[config.mk]
export PLATFORM = sky130hd
export DESIGN_NAME = optical_bypass_switch_controller_unit
export DESIGN_NICKNAME = d
export VERILOG_FILES = /design/src/hdl/obsc_pkg.sv /design/src/hdl/obsc_cfg_regs.sv /design/src/hdl/obsc_step.sv /design/src/hdl/optical_bypass_switch_controller_unit.sv
export SDC_FILE = /design/constraint.sdc
export NUM_CORES = 1
export LEC_CHECK = 0
export BUFFER_PORTS_ARGS = -buffer_cell sky130_fd_sc_hd__buf_4
export CAP_MARGIN = 40
export CORE_MARGIN = 2
export CORE_UTILIZATION = 60
export CTS_BUF_LIST = sky130_fd_sc_hd__clkbuf_2
export CTS_CLUSTER_DIAMETER = 150
export DETAILED_ROUTE_END_ITERATION = 10
export PLACE_DENSITY = 0.87
export SLEW_MARGIN = 5
export SYNTH_ARGS = -nofsm -noshare
export SYNTH_HDL_FRONTEND = slang
export SYNTH_SLANG_ARGS = --single-unit
export TNS_END_PERCENT = 50
[constraint.sdc]
create_clock -name aclk -period 9.4 [get_ports aclk]
set_input_delay 0.47 -clock aclk [delete_from_list [all_inputs] [get_ports aclk]]
set_output_delay 0.47 -clock aclk [all_outputs]
set_load 0.03 [all_outputs]
[src/hdl/obsc_pkg.sv]
`timescale 1ns / 1ps
// ----------------------------------------------------------------------------
// obsc_pkg: shared types and constants of the optical bypass switch controller
// Word formats, configuration and state records, command, rule, status and
// register index codes.
// ----------------------------------------------------------------------------
package obsc_pkg;

    localparam int RET_TIMER_W  = 18;
    localparam int AUTO_TIMER_W = 24;
    localparam int CFG_ADDR_W   = 3;
    localparam int CFG_DATA_W   = 16;

    // Command codes
    localparam logic [1:0] CMD_EVAL     = 2'd0;
    localparam logic [1:0] CMD_TICK     = 2'd1;
    localparam logic [1:0] CMD_SET_MODE = 2'd2;

    // Link status codes
    localparam logic [1:0] ST_BOTH_DARK   = 2'd0;
    localparam logic [1:0] ST_SECOND_LIT  = 2'd1;
    localparam logic [1:0] ST_FIRST_LIT   = 2'd2;
    localparam logic [1:0] ST_BOTH_LIT    = 2'd3;

    // Rule codes (bypass rule names what is dark, return rule what is lit)
    localparam logic [2:0] RULE_BOTH   = 3'd1;
    localparam logic [2:0] RULE_FIRST  = 3'd2;
    localparam logic [2:0] RULE_SECOND = 3'd3;
    localparam logic [2:0] RULE_EITHER = 3'd4;

    // Configuration register indexes
    localparam logic [CFG_ADDR_W-1:0] REG_THRESHOLD_FIRST  = 3'd0;
    localparam logic [CFG_ADDR_W-1:0] REG_THRESHOLD_SECOND = 3'd1;
    localparam logic [CFG_ADDR_W-1:0] REG_BYPASS_RULE      = 3'd2;
    localparam logic [CFG_ADDR_W-1:0] REG_RETURN_RULE      = 3'd3;
    localparam logic [CFG_ADDR_W-1:0] REG_RETURN_ENABLE    = 3'd4;
    localparam logic [CFG_ADDR_W-1:0] REG_RETURN_DELAY_SEC = 3'd5;
    localparam logic [CFG_ADDR_W-1:0] REG_AUTO_RETURN_MIN  = 3'd6;

    typedef struct packed {
        logic [1:0]          cmd;
        logic signed [15:0]  power_first;
        logic signed [15:0]  power_second;
        logic                mode_value;
    } in_word_t;

    typedef struct packed {
        logic       bypass;
        logic       auto_mode;
        logic       buzzer_pulse;
        logic [1:0] link_status;
    } out_word_t;

    typedef struct packed {
        logic signed [15:0] threshold_first;
        logic signed [15:0] threshold_second;
        logic [2:0]         bypass_rule;
        logic [2:0]         return_rule;
        logic               return_enable;
        logic [7:0]         return_delay_sec;
        logic [7:0]         auto_return_min;
    } cfg_t;

    typedef struct packed {
        logic [1:0]              prev_status;
        logic                    bypass;
        logic                    mode;
        logic [RET_TIMER_W-1:0]  return_timer;
        logic [AUTO_TIMER_W-1:0] auto_timer;
    } state_t;

endpackage

[src/hdl/obsc_cfg_regs.sv]
`timescale 1ns / 1ps
// ----------------------------------------------------------------------------
// obsc_cfg_regs: configuration register file
// Plain indexed write port, no read-back; unknown indexes are ignored.
// ----------------------------------------------------------------------------
module obsc_cfg_regs (
    input  logic                           aclk,
    input  logic                           aresetn,
    input  logic                           cfg_wr_en,
    input  logic [obsc_pkg::CFG_ADDR_W-1:0] cfg_addr,
    input  logic [obsc_pkg::CFG_DATA_W-1:0] cfg_wdata,
    output obsc_pkg::cfg_t                 cfg
);

    obsc_pkg::cfg_t cfg_reg;
    obsc_pkg::cfg_t cfg_next;

    always_comb begin
        cfg_next = cfg_reg;
        if (cfg_wr_en) begin
            case (cfg_addr)
                obsc_pkg::REG_THRESHOLD_FIRST:  cfg_next.threshold_first  = cfg_wdata;
                obsc_pkg::REG_THRESHOLD_SECOND: cfg_next.threshold_second = cfg_wdata;
                obsc_pkg::REG_BYPASS_RULE:      cfg_next.bypass_rule      = cfg_wdata[2:0];
                obsc_pkg::REG_RETURN_RULE:      cfg_next.return_rule      = cfg_wdata[2:0];
                obsc_pkg::REG_RETURN_ENABLE:    cfg_next.return_enable    = cfg_wdata[0];
                obsc_pkg::REG_RETURN_DELAY_SEC: cfg_next.return_delay_sec = cfg_wdata[7:0];
                obsc_pkg::REG_AUTO_RETURN_MIN:  cfg_next.auto_return_min  = cfg_wdata[7:0];
                default: ;
            endcase
        end
    end

    always_ff @(posedge aclk) begin
        if (!aresetn) begin
            cfg_reg.threshold_first  <= '0;
            cfg_reg.threshold_second <= '0;
            cfg_reg.bypass_rule      <= obsc_pkg::RULE_BOTH;
            cfg_reg.return_rule      <= obsc_pkg::RULE_BOTH;
            cfg_reg.return_enable    <= 1'b1;
            cfg_reg.return_delay_sec <= '0;
            cfg_reg.auto_return_min  <= '0;
        end else begin
            cfg_reg <= cfg_next;
        end
    end

    assign cfg = cfg_reg;

endmodule

[src/hdl/obsc_step.sv]
`timescale 1ns / 1ps
// ----------------------------------------------------------------------------
// obsc_step: single-pass update of the link controller
// Classifies the samples, applies bypass and return rules, advances and
// checks the return and auto-return timers, or sets the mode, for one word.
// ----------------------------------------------------------------------------
module obsc_step #(
    parameter int TICKS_PER_SECOND = 1000,
    parameter int TICKS_PER_MINUTE = 60000
) (
    input  obsc_pkg::in_word_t  word,
    input  obsc_pkg::cfg_t      cfg,
    input  obsc_pkg::state_t    st,
    output obsc_pkg::state_t    st_next,
    output obsc_pkg::out_word_t result
);

    localparam int RPW = 8 + $clog2(TICKS_PER_SECOND + 1);
    localparam int APW = 8 + $clog2(TICKS_PER_MINUTE + 1);
    localparam int RCW = (RPW > obsc_pkg::RET_TIMER_W) ? RPW : obsc_pkg::RET_TIMER_W;
    localparam int ACW = (APW > obsc_pkg::AUTO_TIMER_W) ? APW : obsc_pkg::AUTO_TIMER_W;
    localparam logic [obsc_pkg::RET_TIMER_W-1:0]  RET_MAX  = '1;
    localparam logic [obsc_pkg::AUTO_TIMER_W-1:0] AUTO_MAX = '1;

    logic [RPW-1:0] ret_prod;
    logic [APW-1:0] auto_prod;
    logic           lit_first;
    logic           lit_second;
    logic [1:0]     status;
    logic [2:0]     byp_code;
    logic [2:0]     ret_code;
    logic           buzz;

    // Timer expires when value >= product + 1, i.e. value > product
    assign ret_prod  = RPW'(cfg.return_delay_sec) * RPW'(TICKS_PER_SECOND);
    assign auto_prod = APW'(cfg.auto_return_min) * APW'(TICKS_PER_MINUTE);

    assign lit_first  = word.power_first  > cfg.threshold_first;
    assign lit_second = word.power_second > cfg.threshold_second;

    always_comb begin
        st_next  = st;
        status   = st.prev_status;
        buzz     = 1'b0;
        byp_code = obsc_pkg::RULE_SECOND;
        ret_code = obsc_pkg::RULE_FIRST;
        case (word.cmd)
            obsc_pkg::CMD_EVAL: begin
                status = {lit_first, lit_second};
                if (st.mode) begin
                    st_next.auto_timer = '0;
                    if (status != st.prev_status) begin
                        st_next.return_timer = '0;
                        if (status == obsc_pkg::ST_BOTH_DARK) begin
                            st_next.bypass = 1'b1;
                        end else if (status == obsc_pkg::ST_BOTH_LIT) begin
                            if (cfg.return_enable) begin
                                st_next.return_timer = obsc_pkg::RET_TIMER_W'(1);
                            end
                        end else begin
                            // first lit: second dark; second lit: first dark
                            byp_code = (status == obsc_pkg::ST_FIRST_LIT) ?
                                       obsc_pkg::RULE_SECOND : obsc_pkg::RULE_FIRST;
                            ret_code = (status == obsc_pkg::ST_FIRST_LIT) ?
                                       obsc_pkg::RULE_FIRST : obsc_pkg::RULE_SECOND;
                            if (cfg.bypass_rule == byp_code ||
                                cfg.bypass_rule == obsc_pkg::RULE_EITHER) begin
                                st_next.bypass = 1'b1;
                            end else if (cfg.return_rule == ret_code ||
                                         cfg.return_rule == obsc_pkg::RULE_EITHER) begin
                                if (cfg.return_enable) begin
                                    st_next.return_timer = obsc_pkg::RET_TIMER_W'(1);
                                end
                            end
                        end
                        st_next.prev_status = status;
                    end
                    if (status != obsc_pkg::ST_BOTH_DARK &&
                        RCW'(st_next.return_timer) > RCW'(ret_prod)) begin
                        st_next.return_timer = '0;
                        st_next.bypass       = 1'b0;
                    end
                end else begin
                    st_next.return_timer = '0;
                    if (cfg.auto_return_min != 8'd0 && st.auto_timer == '0) begin
                        st_next.auto_timer = obsc_pkg::AUTO_TIMER_W'(1);
                    end
                    if (ACW'(st_next.auto_timer) > ACW'(auto_prod)) begin
                        st_next.auto_timer = '0;
                        st_next.mode       = 1'b1;
                        buzz               = 1'b1;
                    end
                end
            end
            obsc_pkg::CMD_TICK: begin
                if (st.return_timer != '0 && st.return_timer != RET_MAX) begin
                    st_next.return_timer = st.return_timer + 1'b1;
                end
                if (st.auto_timer != '0 && st.auto_timer != AUTO_MAX) begin
                    st_next.auto_timer = st.auto_timer + 1'b1;
                end
            end
            obsc_pkg::CMD_SET_MODE: begin
                st_next.mode = word.mode_value;
            end
            default: ;
        endcase
    end

    assign result.bypass       = st_next.bypass;
    assign result.auto_mode    = st_next.mode;
    assign result.buzzer_pulse = buzz;
    assign result.link_status  = status;

endmodule

[src/hdl/optical_bypass_switch_controller_unit.sv]
`timescale 1ns / 1ps
// ----------------------------------------------------------------------------
// optical_bypass_switch_controller_unit: bypass switch control for one link
// Input register, single-pass state update, result register.
// ----------------------------------------------------------------------------
// One word per clock, sustained while the result side is ready. Each input
// word (evaluate, millisecond tick or set mode) is captured in an input
// register; when it advances, the step logic updates the controller state
// and loads exactly one result word into the output register, which raises
// m_valid; the result is taken at a clock edge with m_ready high. The rate
// is set by the single state update per cycle: the controller state is
// written once for every word that moves from the input register to the
// output register. A full output register with m_ready low holds the pipe;
// the input register still takes a word while it is empty. Configuration is
// written through cfg_wr_en, cfg_addr and cfg_wdata and should only change
// while no word is in flight.
module optical_bypass_switch_controller_unit #(
    parameter int TICKS_PER_SECOND = 1000,
    parameter int TICKS_PER_MINUTE = 60000
) (
    input  logic                            aclk,
    input  logic                            aresetn,
    // configuration write port
    input  logic                            cfg_wr_en,
    input  logic [obsc_pkg::CFG_ADDR_W-1:0] cfg_addr,
    input  logic [obsc_pkg::CFG_DATA_W-1:0] cfg_wdata,
    // input word channel
    input  logic                            s_valid,
    output logic                            s_ready,
    input  obsc_pkg::in_word_t              s_data,
    // result word channel
    output logic                            m_valid,
    input  logic                            m_ready,
    output obsc_pkg::out_word_t             m_data
);

    obsc_pkg::cfg_t      cfg;
    obsc_pkg::state_t    state_reg;
    obsc_pkg::state_t    state_next;
    obsc_pkg::out_word_t step_result;

    logic                in_valid_reg;
    obsc_pkg::in_word_t  in_data_reg;
    logic                out_valid_reg;
    obsc_pkg::out_word_t out_data_reg;
    logic                advance;

    obsc_cfg_regs u_cfg (
        .aclk      (aclk),
        .aresetn   (aresetn),
        .cfg_wr_en (cfg_wr_en),
        .cfg_addr  (cfg_addr),
        .cfg_wdata (cfg_wdata),
        .cfg       (cfg)
    );

    obsc_step #(
        .TICKS_PER_SECOND (TICKS_PER_SECOND),
        .TICKS_PER_MINUTE (TICKS_PER_MINUTE)
    ) u_step (
        .word    (in_data_reg),
        .cfg     (cfg),
        .st      (state_reg),
        .st_next (state_next),
        .result  (step_result)
    );

    // Advance the held word when the result register is free or draining
    assign advance = in_valid_reg && (!out_valid_reg || m_ready);
    assign s_ready = !in_valid_reg || advance;

    // Input register: hold the word until it moves on
    always_ff @(posedge aclk) begin
        if (!aresetn) begin
            in_valid_reg <= 1'b0;
        end else if (s_ready) begin
            in_valid_reg <= s_valid;
        end
    end

    always_ff @(posedge aclk) begin
        if (s_ready && s_valid) begin
            in_data_reg <= s_data;
        end
    end

    // Controller state: commit only when a word advances
    always_ff @(posedge aclk) begin
        if (!aresetn) begin
            state_reg.prev_status  <= obsc_pkg::ST_BOTH_DARK;
            state_reg.bypass       <= 1'b1;
            state_reg.mode         <= 1'b1;
            state_reg.return_timer <= '0;
            state_reg.auto_timer   <= '0;
        end else if (advance) begin
            state_reg <= state_next;
        end
    end

    // Result register: drop the valid once taken, load on advance
    always_ff @(posedge aclk) begin
        if (!aresetn) begin
            out_valid_reg <= 1'b0;
        end else if (advance) begin
            out_valid_reg <= 1'b1;
        end else if (m_ready) begin
            out_valid_reg <= 1'b0;
        end
    end

    always_ff @(posedge aclk) begin
        if (advance) begin
            out_data_reg <= step_result;
        end
    end

    assign m_valid = out_valid_reg;
    assign m_data  = out_data_reg;

endmodule

=== Word-level counts from Yosys, hierarchy flattened ===
Cells that the tools add are included.

* Add/subtract/negate cells: 2
* Multiply operators: 2
* Divide/modulo/power cells: 0
* $lt $le $gt $ge: 4
* Equal/unequal tests: 19
* Shifts and indexed selects: 0
* Multiplexer cells: 32
* Bitwise logic cells: 1
* Reductions and logical operators: 33

{| class="wikitable"
|+ Operator list
! kind !! number
|-
| $mux 18 || 8
|-
| $mux 24 || 5
|-
| $pmux 42 s2 || 1
|-
| $mux 42 || 1
|-
| $gt 16x16->1 || 2
|-
| $add 24x1->24 const B || 1
|-
| $gt 24x24->1 || 1
|-
| $logic_not 24->1 || 1
|-
| $ne 24x24->1 const B || 1
|-
| $reduce_bool 24->1 || 1
|-
| $mul 8x11->19 const B || 1
|-
| $add 18x1->18 const B || 1
|-
| $gt 18x18->1 || 1
|-
| $ne 18x18->1 const B || 1
|-
| $reduce_bool 18->1 || 1
|-
| $eq 3x3->1 const B || 5
|-
| $mul 8x7->15 const B || 1
|-
| $mux 1 || 15
|-
| $reduce_and 2->1 || 7
|-
| $reduce_bool 8->1 || 1
|-
| $eq 2x2->1 const B || 3
|-
| $eq 3x2->1 const B || 2
|-
| $eq 3x3->1 || 2
|-
| $logic_and 1x1->1 || 6
|-
| other kinds (15) || 24
|}

* Flip-flop bits (word level): 143
* Latch bits: 0
* Memory bits (writable): 0
* Memory bits (read-only): 0
* Bits of input ports: 59
* Output and inout bits: 7
* Word-level logic and storage cells: 115
* Memories: 0

=== Longest topological paths before layout ===
Gate-level depths: netlist of run 1.

* Depth in word-level cells: 17
* Depth in mapped cells: 25
* Depth with buffers taken out: 24

=== Hierarchy ===
From an unflattened synthesis of run 1, not the netlist that was laid out.

* Cells, all modules: 1409
* Area, all modules: 12479.5 um2

{| class="wikitable"
|+ By module, submodules not included
! module !! times used !! cells each !! area each (um2) !! sequential area each (um2)
|-
| obsc_step || 1 || 957 || 7228.2 || 0.0
|-
| optical_bypass_switch_controller_unit || 1 || 249 || 3166.8 || 2162.1
|-
| obsc_cfg_regs || 1 || 203 || 2084.5 || 1101.1
|}

=== Worst setup path before layout of run 1 ===
OpenSTA, ideal clock, no wires.

* Path kind: reg-to-reg
* Start: reg u_cfg.cfg_reg, in the netlist u_cfg.cfg[6]
* End: reg state_reg[10] (netlist name)
* Setup time: 81 ps
* Data arrival time: 5928 ps
* Required time: 9319 ps
* Setup slack: 3391 ps
* Stages on the path, launching flop included: 26
* Path buffers: 1
* Clock period less this slack: 6009 ps
* Cell sequence: dfxtp_1 > ha_1 > ha_1 > inv_1 > fa_1 > inv_1 > fa_1 > ha_1 > nand2b_1 > o21bai_1 > a21oi_1 > o21bai_1 > a31o_2 > a21oi_1 > xor2_1 > ha_1 > a21o_1 > a21o_1 > a21o_1 > a21o_1 > a211o_1 > a221o_1 > or2_1 > a2111o_1 > clkbuf_1 > a41oi_1

* Cells in the longest elaborated chain, start to end: 9
* Elaborated cells between the ends (all ways): 10
* Those cells by class: mul (1); order compare (1); mux (6); reduce/logical (2)

{| class="wikitable"
|+ RTL lines
! element !! line !! text
|-
| start, declared || obsc_cfg_regs.sv:15 || <nowiki>obsc_pkg::cfg_t cfg_reg;</nowiki>
|-
| start signal, assigned || obsc_cfg_regs.sv:44 || <nowiki>cfg_reg <= cfg_next;</nowiki>
|-
| branches (longest 6 deep; another with $gt 24x24->1) || - ||
|-
| $mux 24 (*) || obsc_step.sv:88 || <nowiki>if (ACW'(st_next.auto_timer) > ACW'(auto_prod)) begin</nowiki>
|-
| $mux 42 (*) || obsc_step.sv:50 || <nowiki>if (st.mode) begin</nowiki>
|-
| $pmux 42 s2 (*) || obsc_step.sv:47 || <nowiki>case (word.cmd)</nowiki>
|-
| end signal, assigned || optical_bypass_switch_controller_unit.sv:96 || <nowiki>state_reg <= state_next;</nowiki>
|-
| end, declared || optical_bypass_switch_controller_unit.sv:38 || <nowiki>obsc_pkg::state_t state_reg;</nowiki>
|}

Every way passes the cells marked *. The select of a mux whose other input is x is not followed.
A chain may end at the register's enable or synchronous reset.

=== Worst setup path after layout of run 1 ===
* Start: reg u_cfg.cfg_reg, in the netlist u_cfg.cfg[9]
* End: reg state_reg[41] (netlist name)

* Cells in the longest elaborated chain, start to end: 6

{| class="wikitable"
|+ RTL lines
! element !! line !! text
|-
| $mul 8x7->15 || obsc_step.sv:35 || <nowiki>assign ret_prod = RPW'(cfg.return_delay_sec) * RPW'(TICKS_PER_SECOND);</nowiki>
|-
| $gt 18x18->1 || obsc_step.sv:79 || <nowiki>RCW'(st_next.return_timer) > RCW'(ret_prod)) begin</nowiki>
|-
| $logic_and 1x1->1 || obsc_step.sv:78 || <nowiki>if (status != obsc_pkg::ST_BOTH_DARK &&</nowiki>
|-
| $mux 18 || obsc_step.sv:78 ||
|-
| $mux 42 || obsc_step.sv:50 ||
|-
| $pmux 42 s2 || obsc_step.sv:47 ||
|}

Every way passes these cells.

==> impl_metrics.tcl, run 1 <==
set metrics [dict create \
    status "finished clean" \
    grt_pass1_wl_mm 46.20 \
    layout_commonest_cell "nand2_1" \
    via_per_inst 6.025 \
    core_area_um2 18580 \
    power.switching_mw 0.4172 \
    synth_top_family_by_area "adder cells" \
    syn_area_um2 11280 \
    cp_num_buf_inv 3 \
    crit_start "u_cfg.cfg[9]" \
    synth_top_area_share_pct 18.28 \
    max_stage_delay_ns 0.67 \
    cts_setup_buffers 0 \
    p_seq_share_pct 52.2 \
    worstPathRequired_ns 10.09 \
    htreeDepth 4 \
    final_layout_size_suffix_gt1_share_pct 10.19 \
    antenna_found_initial 1 \
    slew_violations 0 \
    crit_path_start_kind "register" \
    tritoncts "done" \
    ys.flop_type "dfxtp_1" \
    drcViolationCount 0 \
    syn_nets 1554 \
    yosysTopAreaCell "dfxtp_1" \
    synth-xor-area-share_pct 1.863 \
    synth_edf_count 40 \
    rows 50 \
    async_flop_share_pct 0 \
    fin_cells 1629 \
    largest_reg_flops 55 \
    ctsHoldBuffers 52 \
    synth-adder-area-share_pct 25.69 \
    clock-sinks 143 \
    dr.pass1.iters 6 \
    area_growth_pct 12.52 \
    timing.rr.end "state_reg[41]" \
    synthSimpleGateAreaFrac_pct 18.78 \
    numCtsBuffers 17 \
    reg2reg_slack_ns 2.60 \
    switching_share_pct 32.65 \
    post-dp-hpwl_mm 19.83 \
    max_slew_margin_pct 45.24 \
    drtAntennaViolNets 0 \
    synthTopCellsByArea "dfxtp_1 (18%), ha_1 (18%), edfxtp_1 (11%), fa_1 (7.6%), nand2_1 (5.5%)" \
    ir_worst_vdd_mv 0.1030 \
    synthMuxAreaShare_pct 0.8097 \
    syn_avg_cell_area_um2 8.745 \
    start_util_pct 60.71 \
    max_freq_ghz 0.1471 \
    worstMarginPinSlew_ns 0.8215 \
    critPathCapture "state_reg[41]" \
    crit_fanout 9 \
    ys_types 74 \
    r2r_cells 25 \
    cp.arrival_ns 7.49 \
    globalRouteOverflowTotal 0 \
    place_congestion 0.9332 \
    grt_pass1_vias 9882 \
    syn-instance-count 1290 \
    insertion_delay_ns 0.79 \
    pwr-share-comb_pct 18.4 \
    clock_path_buffers 2 \
    wl_mm 27.94 \
    critPathKind "register to register" \
    wl_per_cell_um 17.15 \
    grt_max_degree 92 \
    p_per_area_nw_per_um2 100.7 \
    crit_family "compound AO/OA/AOI/OAI gates" \
    fin_hold_ws_ns 0.07521 \
    nets 1645 \
    worst-path-stages 25 \
    clockRootBuffer "clkbuf_2" \
    cp-end-kind "register" \
    cp_slowest_cell "a2111oi_0" \
    p_leak_nw 5.509 \
    internal_power_mw 0.8608 \
    maxCapViolations 0 \
    fillers 1340 \
    period_needed_ns 6.800 \
    min_path_type "input port to register" \
    dp_cells 1544 \
    vias 9814 \
    die_h_um 141.1 \
    fin_skew_ns 0.09208 \
    hold_viol_final 0 \
    cts_resized 0 \
    ios 66 \
    synth-compound-area-share_pct 17.00 \
    port_buffers 65 \
    track_usage_pct 28.56 \
    path_clk_slew_ns 0.27 \
    die_area_um2 19910 \
    setup_violations 0 \
    r2r-start "u_cfg.cfg[9]" \
    final_cell_mix "nand2_1 (166), ha_1 (162), inv_1 (150)" \
    fp.dieW_um 141.1 \
    seq_area_frac_synth_pct 28.93 \
    post-route-period-util_pct 72.34 \
    setup-tns-final_ns 0 \
    ys_seq_elements 143 \
    rsz0062_at_grt "false" \
    drt_iter0_markers 674 \
    p_clk_share_pct 29.5 \
    synth_warnings 0 \
]
==> Yosys cell counts, types with 29 or more instances <==
cell,instances
nand3_1,29
nor3_1,33
nor2_1,49
ha_1,162
nand2_1,166
fa_1,43
inv_1,150
dfxtp_1,103
a21boi_0,50
o21ai_0,57
clkbuf_1,48
edfxtp_1,40
a21oi_1,53
==> kinds of logic after synthesis <==
family                   after synthesis
XOR/XNOR                              24
flip-flops                           143
adder cells (fa/ha/maj)              206
AO/OA/AOI/OAI                        278
buffers and inverters                204
multiplexers                           9
AND/OR/NAND/NOR                      426
==> worst min-delay path by stage <==
stage | start | to | depth (start not counted)
floorplan | u_cfg.cfg[16] | u_cfg.cfg[16] | 2
global placement | u_cfg.cfg[29] | u_cfg.cfg[29] | 2
detailed placement | u_cfg.cfg[35] | u_cfg.cfg[35] | 2
CTS | m_ready | m_valid | 3
global route | m_ready | m_valid | 3
finish | cfg_addr[1] | u_cfg.cfg[16] | 4
==> stage by stage <==
stage / utilization [%] / worst slack, ns / total power, mW / instance area (um^2)
after global routing: 68.32 / 2.050 / 1.328 / 12690
final: 68.32 / 2.600 / 1.278 / 12690
after floorplan: - / 3.391 / 0.8171 / 11280
after CTS: 68.30 / 2.654 / 1.264 / 12690
after global placement: 63.85 / 2.905 / 0.8756 / 11860
after detailed placement: 64.23 / 2.716 / 0.8868 / 11930
==> area by class of cell <==
class | count | area, um^2 | share of cell area, %
Sequential cell | 143 | 3263 | 25.71
Multi-Input combinational cell | 943 | 7241 | 57.04
Clock inverter | 15 | 151.4 | 1.193
Antenna cell | 1 | 2.502 | 0.01971
Tap cell | 234 | 292.8 | 2.307
Inverter | 150 | 563.0 | 4.436
Clock buffer | 17 | 85.08 | 0.6703
Timing Repair Buffer | 126 | 1095 | 8.625
==> power groups by stage <==
stage,Combinational (mW),Clock (mW),Sequential [mW]
detailed placement,0.209,0,0.678
global placement,0.198,0,0.677
CTS,0.228,0.371,0.666
floorplan,0.142,0,0.675
global route,0.259,0.400,0.669
finish,0.235,0.377,0.667
==> worst min-delay path, delay by kind of cell <==
| kind | cells | cell delay [ns] |
|---|---|---|
| buffers and inverters | 1 | 0.12 |
| muxes | 1 | 0.11 |
| and+or+nand+nor | 2 | 0.13 |
==> layer usage <==
| metal | vias up | global-route usage [%] | wire length [um] |
|---|---|---|---|
| met5 | - | 0 | 0 |
| met4 | 0 | 11.47 | 958 |
| met3 | 86 | 4.993 | 1895 |
| met2 | 393 | 50.03 | 13840 |
| met1 | 4624 | 34.91 | 11240 |
| li1 | 4711 | - | - |
Note: power is estimated with default switching activity, not from simulation.
==> run 2: changes to the inputs <==
CORE_UTILIZATION = 58   (was 60)
PLACE_DENSITY = 0.88   (was 0.87)
clock period = 6.2 ns   (was 9.4 ns; I/O delays follow)
==> run 2 against run 1 <==
Effect of this change:
- via count grew 6.4%
- flip-flop and latch count is the same
- register-to-register slack lost 2.6 ns
- total power grew 58%
- critical endpoint is now state_reg[17]
- critical path depth is the same
- clock skew grew 0.023 ns
- clock-buffer cell count grew 1
- largest power group unchanged
- first-iteration DRC count grew 59%
==> impl_metrics.tcl, run 2 (synthesis gave the netlist of run 1 again) <==
set metrics [dict create \
    core_area_um2 19270 \
    final_layout_size_suffix_gt1_share_pct 15.35 \
    setup_violations 0 \
    post-route-period-util_pct 99.80 \
    die_area_um2 20580 \
    register_area_um2 3283 \
    ios 66 \
    antenna_found_initial 1 \
    drcViolationCount 0 \
    worstMarginPinSlew_ns 0.8412 \
    start_util_pct 58.54 \
    dr.pass1.iters 8 \
    cp.arrival_ns 6.92 \
    final_core_util_pct 69.20 \
    p_per_area_nw_per_um2 151.2 \
    fillers 1330 \
    post-dp-hpwl_mm 20.09 \
    insertion_delay_ns 0.85 \
    worstPathRequired_ns 6.94 \
    clockRootBuffer "clkbuf_2" \
    grt_pass1_wl_mm 47.01 \
    port_buffers 65 \
    p_seq_share_pct 50.1 \
    grt_pass1_vias 9979 \
    via_per_inst 6.194 \
    fin_skew_ns 0.1153 \
    crit_fanout 6 \
    pwr-share-comb_pct 20.6 \
    grt_max_degree 92 \
    clock_path_buffers 2 \
    placedInstanceArea_um2 12050 \
    vias 10443 \
    maxCapViolations 0 \
    status "finished clean" \
    final_cell_mix "nand2_1 (166), ha_1 (155), inv_1 (147)" \
    max_freq_ghz 0.1616 \
    globalRouteOverflowTotal 0 \
    drt_iter0_markers 1072 \
    p_clk_share_pct 29.3 \
    place_congestion 0.8849 \
    numCtsBuffers 17 \
    min_path_type "input port to register" \
    layout_commonest_cell "nand2_1" \
    switching_share_pct 33.76 \
    slew_violations 0 \
    path_clk_slew_ns 0.30 \
    internal_power_mw 1.335 \
    clock-sinks 143 \
    rsz0062_at_grt "true" \
    final_design_area_no_fill_um2 13340 \
    wl_per_cell_um 18.69 \
    fp.dieW_um 143.5 \
    p_leak_nw 5.699 \
    max_slew_margin_pct 43.92 \
    crit_path_start_kind "register" \
    critPathKind "register to register" \
    die_h_um 143.5 \
    drtAntennaViolNets 0 \
    hold_viol_final 0 \
    ir_worst_vdd_mv 0.1382 \
    area_growth_pct 18.21 \
    rows 51 \
    period_needed_ns 6.188 \
    power.switching_mw 0.6805 \
    nets 1671 \
    multi_input_area_um2 7555 \
    largest_reg_flops 55 \
    cp-end-kind "register" \
    tritoncts "done" \
    track_usage_pct 28.61 \
    wl_mm 31.51 \
    htreeDepth 4 \
]
[run 2: cell types whose count changed in the layout (fill, tap and decap cells not counted), moves of 5 or more]
cell and delta:
ha_4 +6, o21ai_2 +5, dfxtp_1 -8, a41oi_2 +13, ha_1 -7, buf_4 +21
a21oi_1 -5, o21ai_0 -5, a41oi_1 -13
[run 2: area by class of cell]
cell class                      count  area share, %
Clock buffer                       18         0.6755
Inverter                          150          4.222
Clock inverter                     14          1.154
Timing Repair Buffer              152          10.17
Multi-Input combinational cell    943          56.65
Sequential cell                   143          24.62
Antenna cell                        1        0.01877
Tap cell                          265          2.486
[run 2: per-stage QoR]
step	total power, mW	TNS (ns)	instances	setup WS, ns	hold slack (ns)
after floorplan	1.239	0	1290	0.1914	0.4089
after global placement	1.337	0	1584	0.1882	0.4525
after detailed placement	1.353	-1.056	1587	-0.1011	0.4609
after CTS	1.934	0	1675	0.006741	0.03116
after global routing	2.079	-2.150	1686	-0.1238	0.03486
final	2.016	0	1686	0.01211	0.02649
[run 2: critical path: stages, from the launching register on]
cell and delay [ns]:
dfxtp_4 0.43, ha_4 0.22, ha_4 0.26, inv_2 0.03, fa_1 0.51, inv_2 0.04, fa_2 0.56, ha_4 0.22
nor3b_4 0.16, o21a_1 0.21, o21a_1 0.21, o21a_1 0.21, o21ai_2 0.17, nand2b_1 0.09, xnor2_1 0.14, ha_2 0.17
a21o_1 0.17, a21o_1 0.17, a21o_1 0.16, a21o_1 0.17, a211o_1 0.31, a221o_1 0.36, or2_1 0.24, a2111o_1 0.50
clkbuf_16 0.22, a41oi_2 0.15
[run 2: path summary, 6_finish.rpt]
| kind | from | to | slack (ns) | depth (start not counted) |
|---|---|---|---|---|
| max | u_cfg.cfg[6] | state_reg[17] | 0.01 | 25 |
| min | aresetn | u_cfg.cfg[20] | 0.03 | 2 |
| max reg2reg | u_cfg.cfg[6] | state_reg[17] | 0.01 | 25 |
| min reg2reg | u_cfg.cfg[25] | u_cfg.cfg[25] | 0.49 | 2 |
[run 2: metal layers]
layer / vias up / part of all wire [%] / GRT usage [%]
met4: 0 / 5.2 / 13.31
met3: 161 / 8.4 / 5.598
li1: 4752 / - / -
met2: 607 / 48 / 48.42
met5: - / 0 / 0
met1: 4923 / 38 / 35.16
[run 2: timing repair]
item,4_1_cts,5_1_grt
hold buffers,56,0
endpoints found under the setup margin,21,45
pin swaps,2,23
cloned,0,3
buffers inserted,0,7
gates resized for setup,7,64
endpoints found under the hold margin,92,0
[run 2: power groups by stage]
stage / logic [mW] / registers (mW) / clock network, mW
after global routing: 0.448 / 1.01 / 0.619
final: 0.416 / 1.01 / 0.591
after CTS: 0.358 / 1.01 / 0.569
after floorplan: 0.216 / 1.02 / 0
after global placement: 0.311 / 1.03 / 0
after detailed placement: 0.326 / 1.03 / 0
